[src/hw/rtl/timed_fire_sequencer_assert.svh]
// Assertion macros shared by the sequencer RTL.
// Each use sits at the end of a module that has clk and arst_n.
`ifndef TIMED_FIRE_SEQUENCER_ASSERT_SVH
`define TIMED_FIRE_SEQUENCER_ASSERT_SVH

// Consequent must hold in the same cycle as the antecedent.
`define TFS_ASSERT_NOW(lbl, pre, post, msg) \
	lbl: assert property (@(posedge clk) disable iff (!arst_n) (pre) |-> (post)) \
		else $error(msg);

// Consequent must hold in the cycle after the antecedent.
`define TFS_ASSERT_NEXT(lbl, pre, post, msg) \
	lbl: assert property (@(posedge clk) disable iff (!arst_n) (pre) |=> (post)) \
		else $error(msg);

`endif

[src/hw/rtl/tfs_pkg.sv]
`timescale 1ns / 1ps

package tfs_pkg;

	localparam int CfgDataW = 16;
	localparam int CfgIdxW  = 3;
	localparam int LimitW   = 16;
	localparam int TolW     = 15;

	// Command codes
	localparam logic [1:0] CMD_TICK = 2'd0;
	localparam logic [1:0] CMD_FIRE = 2'd1;
	localparam logic [1:0] CMD_STOP = 2'd2;

	// Register indexes
	localparam logic [CfgIdxW-1:0] REG_ENABLE     = 3'd0;
	localparam logic [CfgIdxW-1:0] REG_SPINUP     = 3'd1;
	localparam logic [CfgIdxW-1:0] REG_FIRE       = 3'd2;
	localparam logic [CfgIdxW-1:0] REG_COOLDOWN   = 3'd3;
	localparam logic [CfgIdxW-1:0] REG_CONF_THR   = 3'd4;
	localparam logic [CfgIdxW-1:0] REG_CENTER_TOL = 3'd5;
	localparam logic [CfgIdxW-1:0] REG_SPEED      = 3'd6;

	// Register reset values
	localparam logic [LimitW-1:0] RST_SPINUP   = 16'd500;
	localparam logic [LimitW-1:0] RST_FIRE     = 16'd200;
	localparam logic [LimitW-1:0] RST_COOLDOWN = 16'd1000;
	localparam logic [15:0]       RST_CONF_THR = 16'd45875;
	localparam logic [TolW-1:0]   RST_TOL      = 15'd410;
	localparam logic [15:0]       RST_SPEED    = 16'd0;

	typedef struct packed {
		logic [1:0]         cmd;
		logic [15:0]        confidence;
		logic signed [15:0] pan_offset;
		logic signed [15:0] tilt_offset;
	} tfs_in_t;

	typedef struct packed {
		logic        fire_accepted;
		logic        trigger_pulse;
		logic        speed_write;
		logic [15:0] speed_value;
		logic [1:0]  phase;
	} tfs_out_t;

endpackage

[src/hw/rtl/timed_fire_sequencer.sv]
`timescale 1ns / 1ps
// Timed fire sequencer: idle -> spin-up -> firing -> cooldown -> idle.
// Input channel (in_valid / in_stall / in_data): one command per item, a
// 1 ms tick, a fire request with confidence and aim errors, or a stop.
// Output channel (out_valid / out_stall / out_data): exactly one result item
// per input item, in order, carrying the flags, speed command and new phase.
// Configuration: cfg_we with cfg_index and cfg_data writes one register;
// write only while no item is in flight.
// Path: an accepted item passes two registers, the input register and then
// the result register, where its result is shown with out_valid high.
// Throughput: one item per cycle unless the receiver stalls; phase and the
// ms counter update in the same cycle the item moves to the result register.
// Reset (arst_n low): phase idle, ms counter zero, registers at defaults,
// both valid flags cleared.
// When the receiver stalls, the result register holds; the input register
// still takes one more item, after which in_stall rises until the result
// register drains.
module timed_fire_sequencer (
	input  logic                     clk,
	input  logic                     arst_n,
	input  logic                     in_valid,
	output logic                     in_stall,
	input  tfs_pkg::tfs_in_t         in_data,
	output logic                     out_valid,
	input  logic                     out_stall,
	output tfs_pkg::tfs_out_t        out_data,
	input  logic                     cfg_we,
	input  logic [tfs_pkg::CfgIdxW-1:0]  cfg_index,
	input  logic [tfs_pkg::CfgDataW-1:0] cfg_data
);
	import tfs_pkg::*;

	typedef enum logic [1:0] {
		PH_IDLE     = 2'd0,
		PH_SPINUP   = 2'd1,
		PH_FIRING   = 2'd2,
		PH_COOLDOWN = 2'd3
	} phase_t;

	// Configuration registers
	logic              enable_q;
	logic [LimitW-1:0] spinup_limit_q;
	logic [LimitW-1:0] fire_limit_q;
	logic [LimitW-1:0] cooldown_limit_q;
	logic [15:0]       conf_thr_q;
	logic [TolW-1:0]   center_tol_q;
	logic [15:0]       speed_q;

	phase_t            phase_q, phase_d;
	logic [LimitW-1:0] elapsed_q, elapsed_d, elapsed_inc;

	logic     valid_s1;
	tfs_in_t  item_s1;
	logic     out_valid_q;
	tfs_out_t out_q;
	tfs_out_t res;

	logic     in_take, advance;
	logic [16:0] pan_abs, tilt_abs;
	logic        fire_ok;

	assign advance  = valid_s1 && (!out_valid_q || !out_stall);
	assign in_stall = valid_s1 && !advance;
	assign in_take  = in_valid && !in_stall;

	assign out_valid = out_valid_q;
	assign out_data  = out_q;

	always_ff @(posedge clk or negedge arst_n) begin
		if (!arst_n) begin
			enable_q         <= 1'b0;
			spinup_limit_q   <= RST_SPINUP;
			fire_limit_q     <= RST_FIRE;
			cooldown_limit_q <= RST_COOLDOWN;
			conf_thr_q       <= RST_CONF_THR;
			center_tol_q     <= RST_TOL;
			speed_q          <= RST_SPEED;
		end else if (cfg_we) begin
			unique case (cfg_index)
				REG_ENABLE:     enable_q         <= cfg_data[0];
				REG_SPINUP:     spinup_limit_q   <= cfg_data;
				REG_FIRE:       fire_limit_q     <= cfg_data;
				REG_COOLDOWN:   cooldown_limit_q <= cfg_data;
				REG_CONF_THR:   conf_thr_q       <= cfg_data;
				REG_CENTER_TOL: center_tol_q     <= cfg_data[TolW-1:0];
				REG_SPEED:      speed_q          <= cfg_data;
				default: ;
			endcase
		end
	end

	// Magnitudes are 17 bits so that the most negative error maps to 32768
	assign pan_abs  = item_s1.pan_offset[15]
		? 17'(-{item_s1.pan_offset[15], item_s1.pan_offset})
		: {1'b0, item_s1.pan_offset};
	assign tilt_abs = item_s1.tilt_offset[15]
		? 17'(-{item_s1.tilt_offset[15], item_s1.tilt_offset})
		: {1'b0, item_s1.tilt_offset};

	assign fire_ok = enable_q && (phase_q == PH_IDLE)
		&& (item_s1.confidence >= conf_thr_q)
		&& (pan_abs <= {2'b00, center_tol_q})
		&& (tilt_abs <= {2'b00, center_tol_q});

	assign elapsed_inc = (elapsed_q == {LimitW{1'b1}}) ? elapsed_q : elapsed_q + 1'b1;

	always_comb begin
		phase_d           = phase_q;
		elapsed_d         = elapsed_q;
		res.fire_accepted = 1'b0;
		res.trigger_pulse = 1'b0;
		res.speed_write   = 1'b0;
		res.speed_value   = '0;
		unique case (item_s1.cmd)
			CMD_TICK: begin
				elapsed_d = elapsed_inc;
				if (enable_q) begin
					unique case (phase_q)
						PH_SPINUP: begin
							if (elapsed_inc >= spinup_limit_q) begin
								res.trigger_pulse = 1'b1;
								phase_d           = PH_FIRING;
								elapsed_d         = '0;
							end
						end
						PH_FIRING: begin
							if (elapsed_inc >= fire_limit_q) begin
								res.speed_write = 1'b1;
								phase_d         = PH_COOLDOWN;
								elapsed_d       = '0;
							end
						end
						PH_COOLDOWN: begin
							// keep the counter on the way back to idle
							if (elapsed_inc >= cooldown_limit_q) begin
								phase_d = PH_IDLE;
							end
						end
						default: ;
					endcase
				end
			end
			CMD_FIRE: begin
				if (fire_ok) begin
					res.fire_accepted = 1'b1;
					res.speed_write   = 1'b1;
					res.speed_value   = speed_q;
					phase_d           = PH_SPINUP;
					elapsed_d         = '0;
				end
			end
			CMD_STOP: begin
				res.speed_write = (phase_q != PH_IDLE);
				phase_d         = PH_IDLE;
			end
			default: ;
		endcase
		res.phase = phase_d;
	end

	always_ff @(posedge clk or negedge arst_n) begin
		if (!arst_n) begin
			phase_q     <= PH_IDLE;
			elapsed_q   <= '0;
			valid_s1    <= 1'b0;
			out_valid_q <= 1'b0;
		end else begin
			if (in_take) begin
				valid_s1 <= 1'b1;
			end else if (advance) begin
				valid_s1 <= 1'b0;
			end
			if (advance) begin
				phase_q     <= phase_d;
				elapsed_q   <= elapsed_d;
				out_valid_q <= 1'b1;
			end else if (!out_stall) begin
				out_valid_q <= 1'b0;
			end
		end
	end

	always_ff @(posedge clk) begin
		if (in_take) begin
			item_s1 <= in_data;
		end
		if (advance) begin
			out_q <= res;
		end
	end

`include "timed_fire_sequencer_assert.svh"

	`TFS_ASSERT_NEXT(a_trig_enters_firing, advance && res.trigger_pulse,
		phase_q == PH_FIRING && elapsed_q == '0, "trigger without entering firing")
	`TFS_ASSERT_NEXT(a_accept_enters_spinup, advance && res.fire_accepted,
		phase_q == PH_SPINUP && elapsed_q == '0, "accepted fire without spin-up")
	`TFS_ASSERT_NEXT(a_state_holds_idle, !advance,
		$stable(phase_q) && $stable(elapsed_q), "state moved with no item")
	`TFS_ASSERT_NOW(a_stall_only_when_held, in_stall,
		valid_s1 && out_valid_q && out_stall, "input stalled with room")

endmodule

[config.mk]
export PLATFORM = sky130hd
export DESIGN_NAME = timed_fire_sequencer
export DESIGN_NICKNAME = d
export VERILOG_FILES = /design/src/hw/rtl/tfs_pkg.sv /design/src/hw/rtl/timed_fire_sequencer.sv
export VERILOG_INCLUDE_DIRS = /design/src /design/src/hw/rtl
export SDC_FILE = /design/constraint.sdc
export NUM_CORES = 1
export LEC_CHECK = 0
export ABC_CLOCK_PERIOD_IN_PS = 12700
export BUFFER_PORTS_ARGS = -buffer_cell sky130_fd_sc_hd__buf_4
export CAP_MARGIN = 30
export CORE_ASPECT_RATIO = 1.25
export CORE_MARGIN = 2
export CORE_UTILIZATION = 50
export DETAILED_ROUTE_END_ITERATION = 8
export PLACE_DENSITY = 0.69
export RECOVER_POWER = 50
export SYNTH_ARGS = -nofsm -noshare
export SYNTH_HDL_FRONTEND = slang
export SYNTH_SLANG_ARGS = --single-unit
[constraint.sdc]
create_clock -name clk -period 12.7 [get_ports clk]
set_input_delay 2.54 -clock clk [delete_from_list [all_inputs] [get_ports clk]]
set_output_delay 2.54 -clock clk [all_outputs]
set_load 0.1 [all_outputs]
## After elaboration in Yosys (flattened, before gate mapping)

Index checks and enable logic that the tools add are counted.

- Register bits: 187
- Bits of input ports: 74
- Output and inout bits: 23
- Word-level logic and storage cells: 98

- Add/subtract/negate cells: 3
- Magnitude comparators: 6
- Equality and inequality tests: 14
- Muxes and demuxes: 27
- Reduce and logical (&&, ||, !) cells: 28

Operators with widths:

| operator | count |
|---|---|
| two-way mux 16 bit | 5 |
| greater-or-equal comparator 16 bit | 4 |
| case mux 16 bit (2 select lines) | 2 |
| two-way mux 17 bit | 3 |
| less-or-equal comparator 17 x 15 -> 1 bit | 2 |
| negation 17 bit | 2 |
| adder 16 x 1 -> 16 bit (second input constant) | 1 |
| == test 16 bit (second input constant) | 1 |
| AND reduction 2 bit | 8 |
| case mux 2 bit (3 select lines) | 2 |
| two-way mux 2 bit | 5 |
| == test 3 bit (second input constant) | 3 |
| two-way mux 1 bit | 9 |
| logical AND 1 bit | 7 |
| == test 2 bit (second input constant) | 3 |
| == test 3 x 2 -> 1 bit (second input constant) | 2 |
| AND reduction 3 bit | 2 |
| nonzero test 2 bit | 3 |
| == test 2 x 1 -> 1 bit (second input constant) | 2 |
| zero test 1 bit | 4 |
| zero test 2 bit | 2 |
| == test 3 x 1 -> 1 bit (second input constant) | 1 |
| zero test 3 bit | 1 |
| case mux 1 bit (3 select lines) | 1 |
| 3 further kinds | 3 |

## Logic depth before layout (Yosys ltp)

Gate-level depths: netlist (run 1).

- Depth in word-level cells: 8
- Depth in mapped cells: 19
- Depth with buffers taken out: 17

## Worst setup path before layout (run 1)

OpenSTA, ideal clock, no wires.

- Path type: input -> output
- Start point: input port out_stall
- End point: output port in_stall
- Data arrival time: 3.279 ns
- Data required time: 10.160 ns
- Setup slack: 6.881 ns
- Stages: 2
- Path buffers: 0
- Path through: nand3_1 -> inv_1

- Word-level cells in the longest chain between the ends: 5

Ends and longest elaborated chain:

| element | RTL line | text |
|---|---|---|
| start: declaration | timed_fire_sequencer.sv:25 | `input logic out_stall,` |
| zero test 1 bit | n/a |  |
| logical OR 1 bit | timed_fire_sequencer.sv:62 | `assign advance = valid_s1 && (!out_valid_q \|\| !out_stall);` |
| logical AND 1 bit | timed_fire_sequencer.sv:62 |  |
| zero test 1 bit | timed_fire_sequencer.sv:63 | `assign in_stall = valid_s1 && !advance;` |
| logical AND 1 bit | timed_fire_sequencer.sv:63 |  |
| end: declaration | timed_fire_sequencer.sv:22 | `output logic in_stall,` |

No other way between the ends.

## Final worst setup path (run 1)

Ends and elaborated chain as after synthesis.

==> results of run 1 <==
layout by cell type, fill, tap and decap left out, types with 4 or more instances in the layout:
cell / netlist / routed
sky130_fd_sc_hd__inv_1: 84 / 84
sky130_fd_sc_hd__nand2b_1: 16 / 16
sky130_fd_sc_hd__nor3_1: 5 / 5
sky130_fd_sc_hd__a22o_1: 12 / 12
sky130_fd_sc_hd__buf_4: 0 / 43
sky130_fd_sc_hd__nand4_1: 15 / 15
sky130_fd_sc_hd__o31ai_1: 12 / 12
sky130_fd_sc_hd__a2111oi_0: 4 / 4
sky130_fd_sc_hd__dfstp_2: 29 / 29
sky130_fd_sc_hd__and3_1: 20 / 20
sky130_fd_sc_hd__a21o_1: 8 / 8
sky130_fd_sc_hd__a21boi_0: 4 / 4
sky130_fd_sc_hd__xnor2_1: 33 / 33
sky130_fd_sc_hd__ha_1: 103 / 103
sky130_fd_sc_hd__clkbuf_1: 23 / 10
sky130_fd_sc_hd__dfrtp_1: 87 / 87
sky130_fd_sc_hd__a21oi_1: 29 / 29
sky130_fd_sc_hd__xor2_1: 5 / 5
sky130_fd_sc_hd__clkbuf_4: 0 / 51
sky130_fd_sc_hd__and4_1: 4 / 4
sky130_fd_sc_hd__nor3b_1: 4 / 4
sky130_fd_sc_hd__o21ai_0: 69 / 69
sky130_fd_sc_hd__nand3_1: 17 / 17
sky130_fd_sc_hd__nand2_1: 86 / 86
sky130_fd_sc_hd__o21bai_1: 4 / 4
sky130_fd_sc_hd__clkbuf_16: 0 / 17
sky130_fd_sc_hd__edfxtp_1: 71 / 71
sky130_fd_sc_hd__nor2b_1: 6 / 6
sky130_fd_sc_hd__mux2_2: 52 / 52
sky130_fd_sc_hd__nor4_1: 4 / 4
sky130_fd_sc_hd__nor2_1: 22 / 22
flip-flops by register name, indices dropped and copies added, names as in the netlist:
name	count
conf_thr_q	16
item_s1	50
elapsed_q	16
out_valid	1
enable_q	1
speed_q	16
out_data	21
spinup_limit_q	16
valid_s1	1
phase_q	2
center_tol_q	15
cooldown_limit_q	16
fire_limit_q	16
area by class of cell:
type | instances | area [um2]
inverter | 84 | 315.3
clock inverter | 13 | 168.9
sequential | 187 | 5071
timing repair buffer | 102 | 735.7
clock buffer | 19 | 432.9
multi-input combinational | 603 | 4621
tap | 270 | 337.8
fill | 1726 | 8274
kinds of logic (layout without fill, tap and decap cells):
logic type	count (synthesis)	in the layout	share of synthesized area [%]
compound gates	182	182	11.71
xor+xnor	38	38	3.290
simple gates	227	227	12.05
buf+inv	110	218	4.181
flops	187	187	50.14
mux	53	53	5.888
fa+ha+maj	103	103	12.74
worst max-delay path: cells and delay by family:
kind                   cells  cell delay, ns
AND/OR/NAND/NOR            1            0.10
buffers and inverters      3            0.46
through the flow:
stage	cell area, um2	worst slack [ns]	hold WS, ns	util, %	cells
after floorplan	10110	6.881	0.4621	-	900
after global placement	11120	7.093	0.4792	55.72	1245
after detailed placement	11140	7.087	0.4878	55.82	1246
after CTS	11740	7.087	0.5033	58.83	1278
after global routing	11680	7.009	0.5081	58.54	1278
final	11680	7.062	0.5004	58.54	1278
where the power goes:
| part | switching, uW | total (uW) | internal [uW] |
|---|---|---|---|
| clock network | 234 | 546 | 312 |
| logic | 236 | 404 | 167 |
| registers | 45.0 | 776 | 732 |
routing by layer:
metal / share of wire [%] / vias to the layer above
li1: - / 3430
met1: 44 / 3300
met2: 51 / 111
met3: 2.7 / 30
met4: 2.5 / 0
met5: 0 / -
worst max-delay path by stage:
stage / from / to / slack [ns] / cells past startpoint
2_1_floorplan: out_stall / in_stall / 6.88 / 2
3_3_place_gp: out_stall / in_stall / 7.09 / 4
3_5_place_dp: out_stall / in_stall / 7.09 / 4
6_report: out_stall / in_stall / 7.06 / 4
5_1_grt: out_stall / in_stall / 7.01 / 4
4_1_cts: out_stall / in_stall / 7.09 / 4
==> results by stage, run 1 <==
Run status:
- The checks that failed: capacitance limit, slew limit.
- The flow ran to the end, but the final reports show violations.

Logic synthesis:
- A synthesized cell averages 11.24 um2.
- The largest total area in the synthesized netlist belongs to sky130_fd_sc_hd__dfrtp_1.
- By area the synthesized netlist is led by sky130_fd_sc_hd__dfrtp_1, sky130_fd_sc_hd__edfxtp_1, sky130_fd_sc_hd__ha_1.
- Counting flops with an async set or reset pin after synthesis yields a share of 62.03%.
- The predominant post-synthesis flop cell is sky130_fd_sc_hd__dfrtp_1.
- Counting every net in the synthesized netlist gives 1077.
- The number of warning messages in the yosys log is 0.
- The number of enable flip-flop cells after synthesis is 71.
- Yosys instantiated no cell more often than sky130_fd_sc_hd__ha_1.
- The number of different library cells used by synthesis comes to 72.
- The commonest cells after synthesis are sky130_fd_sc_hd__ha_1, sky130_fd_sc_hd__dfrtp_1, sky130_fd_sc_hd__nand2_1.
- The sequential-to-total area share from yosys stat is 50.14%.
- The mapped cell area is 0.01011 mm2.
- The synthesized design contains 187 register bits.
- Summed over its instances, the top area cell type makes up 21.52% of the synthesized netlist area.
- The count of mapped cells out of synthesis is 900.

STA:
- The fmax is 177.4 MHz.
- The normalized max-slew margin is -58.05%.
- The final setup violation count is 0.
- The setup total negative slack is 0 ns.
- The final critical path time including I/O delays and setup is 5.638 ns.
- For the pin with the worst max-slew slack, the measured transition is 2.371 ns.
- The worst path uses 44.39% of the clock period.
- The clock tree skew after final layout is 0.01029 ns.
- The number of pins with negative max-slew slack in the final report is 89.
- The number of endpoints with negative hold slack in the final report is 0.
- Setup repair after global routing left no endpoint under its margin.

GRT:
- The number of global-route vias before repair is 6854.
- For met1 alone, demand over resource in global routing was 25.87%.
- The layer flagged by global routing as most heavily used is met2.
- The fraction of met3 tracks used by global routing is 3.259%.
- The largest net degree at the start of global routing is 75.
- In the global route stage, overall resource usage came out at 20.76%.
- The first-pass GRT wire length is 34840 um.
- For this run, global-route usage on met2 was measured as 36.70%.
- Summed over all layers, the global routing overflow is 0.
- The initial antenna violation count is 0.

Power:
- The maximum resistive drop on vdd is 0.00009846 V.
- The standby leakage power is 0.005161 uW.
- The cell area power density is 147.8 mW/mm2.
- The overall power consumption is 1726 uW.

Worst hold path:
- The worst hold path belongs to the class reg -> reg.
- The beginning of the worst hold path is speed_q[1]$_DFFE_PN0P_.
- The number of cells on the worst hold path is 1.
- The worst hold path terminates at speed_q[1]$_DFFE_PN0P_.

Drt:
- The number of DRC violations after detailed routing is 0.
- The first detailed-routing pass took 4 iterations.
- The count of antenna-violating nets left after detailed routing is 0.
- After the first detailed-routing iteration, the DRC count stood at 382.
- The routed wire length per instance is 16.60 um.
- The final wirelength is 21210 um.
- The ratio of routed vias to standard cells is 5.376.
- The routed via count is 6871.

Clock tree:
- The root buffer cell is sky130_fd_sc_hd__clkbuf_16.
- The clock latency at the later pin of the worst-skew pair is 0.43 ns.
- The buffer count from post-CTS setup fixing is 0.
- Clock-pin slew was measured on the worst setup and hold paths at 0.06 ns.
- The number of H-tree levels is 4.
- The clock tree from TritonCTS is yes.
- The total of cells resized after clock tree synthesis is 0.
- The number of hold buffers added after CTS was 0.
- The CTS sink count is 187.
- In this run the deepest clock path goes through 2 buffers.
- Clock tree synthesis inserted a total of 17 buffers.

Final layout:
- From synthesis to final layout, the design area changed by 15.50%.
- The post-route netlist has 21.53% of its cells at a drive strength greater than 1.
- The final layout contains 1172 nets.
- The final antenna diode count is 0.

Critical path:
- STA classifies the critical path startpoint as an input pin.
- The start-to-end type of the worst setup path is in -> out.
- For the worst setup path, the data required time is 10.16 ns.
- The delay of the slowest cell on the worst path is 0.28 ns.
- The register-to-register setup slack is 7.64 ns.
- The worst setup path is captured at an output port.
- The biggest fanout along the worst timing path is 3.
- The signal on the critical path passes through clkbuf_4 > nand3_1 > inv_1 > buf_4.
- The endpoint arrival time on the critical path is 3.10 ns.
- Among all stages on the critical path, the largest delay is contributed by sky130_fd_sc_hd__buf_4.
- The critical register-to-register path startpoint is item_s1[3]$_DFFE_PP_.
- The endpoint identified for the worst register-to-register timing path is elapsed_q[5]$_DFFE_PN0P_.
- For the worst flop-to-flop path, the logic depth is 14.

Job:
- Max-cap violations in this run came to 2.

Placement:
- The routability congestion estimate from global placement is 0.8165.
- The HPWL after detailed placement is 15690 um.
- The count of buffers added on input and output ports is 96.

Die:
- The starting density of the core is 50.68%.
- The floorplan step defined a core boundary enclosing 0.01996 mm2.
- The die covers 0.02139 mm2.
- For this design the top-level I/O count stands at 97.
- The number of placement rows is 58.
- The vertical extent of the die is 163.0 um.
- The horizontal extent of the die is 131.2 um.
No activity file was read; power rests on OpenSTA's default activity.
==> run 2: changes to the inputs <==
--- a/config.mk
+++ b/config.mk
@@ -6,7 +6,7 @@
 export SDC_FILE = /design/constraint.sdc
 export NUM_CORES = 1
 export LEC_CHECK = 0
-export ABC_CLOCK_PERIOD_IN_PS = 12700
+export ABC_CLOCK_PERIOD_IN_PS = 5800
 export BUFFER_PORTS_ARGS = -buffer_cell sky130_fd_sc_hd__buf_4
 export CAP_MARGIN = 30
 export CORE_ASPECT_RATIO = 1.25
==> constraint.sdc (replaced) <==
create_clock -name clk -period 5.8 [get_ports clk]
set_input_delay 1.16 -clock clk [delete_from_list [all_inputs] [get_ports clk]]
set_output_delay 1.16 -clock clk [all_outputs]
set_load 0.1 [all_outputs]
==> run 2 against run 1 <==
Compared with the run above:
- the flow still finishes with violations (capacitance limit, slew limit)
- hold slack improved by 0.0012 ns
- register-to-register slack got worse by 6.7 ns
- die area stayed put
- design area rose by 0.16%
- combinational power is 120% higher
- count of clock-buffer cells in the layout is 2 lower
- sequential power is 120% higher
- global-route usage rose by 0.37 points
- setup slack worse by 6.1 ns
- critical path type is now reg -> reg
- largest power group unchanged
==> results by stage, run 2 (same netlist as run 1, synthesis figures left out) <==
GRT:
- The initial antenna violation count is 0.
- The number of global-route vias before repair was 7314.
- Summed over all layers, the global routing overflow is 0.
- The first global-routing pass estimated 35540 um of wire.
- The global routing usage summed across all routing layers is 21.14%.
- Entering global routing, the biggest net connects 72 pins.

Clock tree:
- The CTS sink count is 187.
- After clock tree synthesis, the clock-pin slew on the worst setup and hold paths is 0.07 ns.
- CTS placed an instance of sky130_fd_sc_hd__clkbuf_16 at the clock tree root.
- CTS built an H-tree with a depth of 4.
- The number of setup buffers added after CTS is 0.
- The number of gates resized after CTS was 0.
- Buffers inserted to repair hold after CTS numbered 0.
- The clock passes through at most 2 buffers.
- The clock tree from TritonCTS is yes.
- The clock reaches the later pin of the worst-skew pair after 0.44 ns.
- The number of buffers added by the clock tree synthesis step is 17.

Die:
- The initialized floorplan defines 58 standard-cell rows.
- The horizontal extent of the die is 131.2 um.
- The die footprint is 0.02139 mm2.
- The vertical extent of the die is 163.0 um.
- Once the floorplan was initialized, standard cells occupied 50.68% of the core.
- The total core area is 0.01996 mm2.
- 97 I/O pins were placed.

Final layout:
- The layout cell share with drive strength beyond 1 is 22.45%.
- The final antenna diode count is 0.
- The count of filler cells inserted in the layout is 1708.
- The synthesis-to-finish area growth is 15.69%.
- The final layout contains 1175 nets.
- In the layout the commonest cells are sky130_fd_sc_hd__ha_1, sky130_fd_sc_hd__dfrtp_1, sky130_fd_sc_hd__nand2_1.
- The most frequent standard cell in the layout excluding fill and tap cells is sky130_fd_sc_hd__ha_1.
- The final instance area is 0.01170 mm2.
- More flip-flops sit in one register than any other, and that register is item_s1.
- The register with the most flip-flops in the layout has 50 of them.

STA:
- Setup repair after global routing left no endpoint under its margin.
- Adding up every negative setup slack in the final design gives 0 ns.
- For the pin with the worst max-slew slack, the measured transition is 3.926 ns.
- Of the available clock period, the critical path in the final layout requires 83.52%.
- The worst pin sits at a relative slew slack of -161.7%.
- The final critical path time including I/O delays and setup is 4.844 ns.
- The number of endpoints with negative hold slack in the final report came to 0.
- The clock tree skew after final layout is 0.01034 ns.
- The fmax is 206.4 MHz.
- The final setup violation count is 0.
- The number of pins with negative max-slew slack in the final report was 72.

Power:
- The maximum resistive drop on vdd is 0.0002163 V.
- For this design the ratio of total power to cell area is 316.7 mW/mm2.
- The overall power consumption is 3706 uW.
- The analysis attributes to cell leakage a power of 0.005188 uW.

Critical path:
- The number of cells on the worst reg-to-reg path is 14.
- The biggest fanout along the worst timing path is 13.
- The critical register-to-register path startpoint is elapsed_q[3]$_DFFE_PN0P_.
- The category of the worst setup path launch point is a flop.
- STA puts the critical path data required time at 6.17 ns.
- The endpoint arrival time on the critical path is 5.21 ns.
- The timing startpoint of the critical path is elapsed_q[3]$_DFFE_PN0P_.
- In this run the critical register-to-register path is captured at elapsed_q[7]$_DFFE_PN0P_.
- The start-to-end type of the worst setup path is reg -> reg.
- The setup check on the worst reg-to-reg path leaves a slack of 0.96 ns.
- The kind of end point of the critical path is a flop.

Worst hold path:
- The worst hold-check path type is reg -> reg.
- The number of cells on the worst hold path is 1.
- The path with the worst hold slack has its endpoint at speed_q[10]$_DFFE_PN0P_.
- The worst hold path begins at speed_q[10]$_DFFE_PN0P_.

Run status:
- The flow ran to the end, but the final reports show violations.
- The checks that failed: capacitance limit, slew limit.

Job:
- The reported max-cap violation count is 1.

Drt:
- The final wirelength is 21690 um.
- The number of DRC violations after detailed routing is 0.
- The ratio of routed vias to standard cells is 5.513.
- The first routing iteration left 449 violations.
- In the final routed layout, each cell accounts on average for 16.94 um.
- Summing over every cut layer, the via total after detailed routing is 7062.
- In this run the remaining antenna-violating nets after routing total 0.
- The number of iterations in the first detailed-routing pass is 5.

Placement:
- The placed cell area is 0.01116 mm2.
- The post-detailed-placement half-perimeter wirelength is 16270 um.
- Routability-driven placement finished with a final weighted congestion of 0.8305.
- The number of input and output port buffers inserted is 96.
run 2: cell count changes in the layout (fill, tap and decap cells not counted), sizes merged:
cell,change
clkinvlp,-2
inv,+5
clkinv,+2
bufinv,-3
clkbuf,-5
buf,+6
run 2: critical path, cell delays in order (launching register included):
cell and delay, ns:
sky130_fd_sc_hd__dfrtp_1 0.45, sky130_fd_sc_hd__and3_1 0.21, sky130_fd_sc_hd__nand3_1 0.18, sky130_fd_sc_hd__nor4_2 0.12, sky130_fd_sc_hd__nor4b_1 0.71, sky130_fd_sc_hd__nand3_1 0.26
sky130_fd_sc_hd__xnor2_1 0.34, sky130_fd_sc_hd__ha_1 0.30, sky130_fd_sc_hd__and2_0 0.18, sky130_fd_sc_hd__a221o_1 0.31, sky130_fd_sc_hd__a221oi_1 0.41, sky130_fd_sc_hd__o2111ai_1 0.20
sky130_fd_sc_hd__a41o_1 0.39, sky130_fd_sc_hd__nor2_2 0.48, sky130_fd_sc_hd__a22o_1 0.24
run 2: where the power goes:
part	switching, uW	total (uW)	internal, uW
sequential	99.1	1700	1600
clock	538	1100	565
combinational	530	904	374
total	1170	3710	2540
run 2: worst max path at each step:
stage / end / slack [ns] / cells past startpoint
after global placement: elapsed_q[11]$_DFFE_PN0P_ / 1.14 / 18
after floorplan: elapsed_q[6]$_DFFE_PN0P_ / 1.75 / 16
after CTS: elapsed_q[7]$_DFFE_PN0P_ / 0.94 / 17
after detailed placement: elapsed_q[7]$_DFFE_PN0P_ / 0.97 / 17
final: elapsed_q[7]$_DFFE_PN0P_ / 0.96 / 14
after global routing: spinup_limit_q[1]$_DFFE_PN0P_ / 0.47 / 2
run 2: final cells by class:
| cell class | count | area [um2] | area share, % |
|---|---|---|---|
| multi-input cells | 603 | 4631 | 39.57 |
| clock inverters | 15 | 131.4 | 1.123 |
| flip-flops and latches | 187 | 5071 | 43.34 |
| well taps | 270 | 337.8 | 2.887 |
| repair buffers | 105 | 789.5 | 6.747 |
| inverters | 84 | 315.3 | 2.695 |
| clock buffers | 17 | 425.4 | 3.636 |
run 2: stage by stage:
| step | hold WS, ns | setup slack [ns] | std cells | util (%) |
|---|---|---|---|---|
| final | 0.5015 | 0.9561 | 1281 | 58.63 |
| after global routing | 0.5136 | 0.4749 | 1281 | 58.63 |
| after CTS | 0.5038 | 0.9381 | 1280 | 58.70 |
| after detailed placement | 0.4878 | 0.9690 | 1248 | 55.91 |
| after global placement | 0.4795 | 1.135 | 1246 | 55.76 |
| after floorplan | 0.4621 | 1.747 | 900 | - |
run 2: layer usage:
layer | GRT usage, % | vias to the layer above | part of all wire [%]
met1 | 24.99 | 3420 | 42
met3 | 3.942 | 43 | 3.5
met4 | 10.13 | 0 | 3.6
met2 | 37.39 | 149 | 51
met5 | 0 | - | 0
li1 | - | 3450 | -
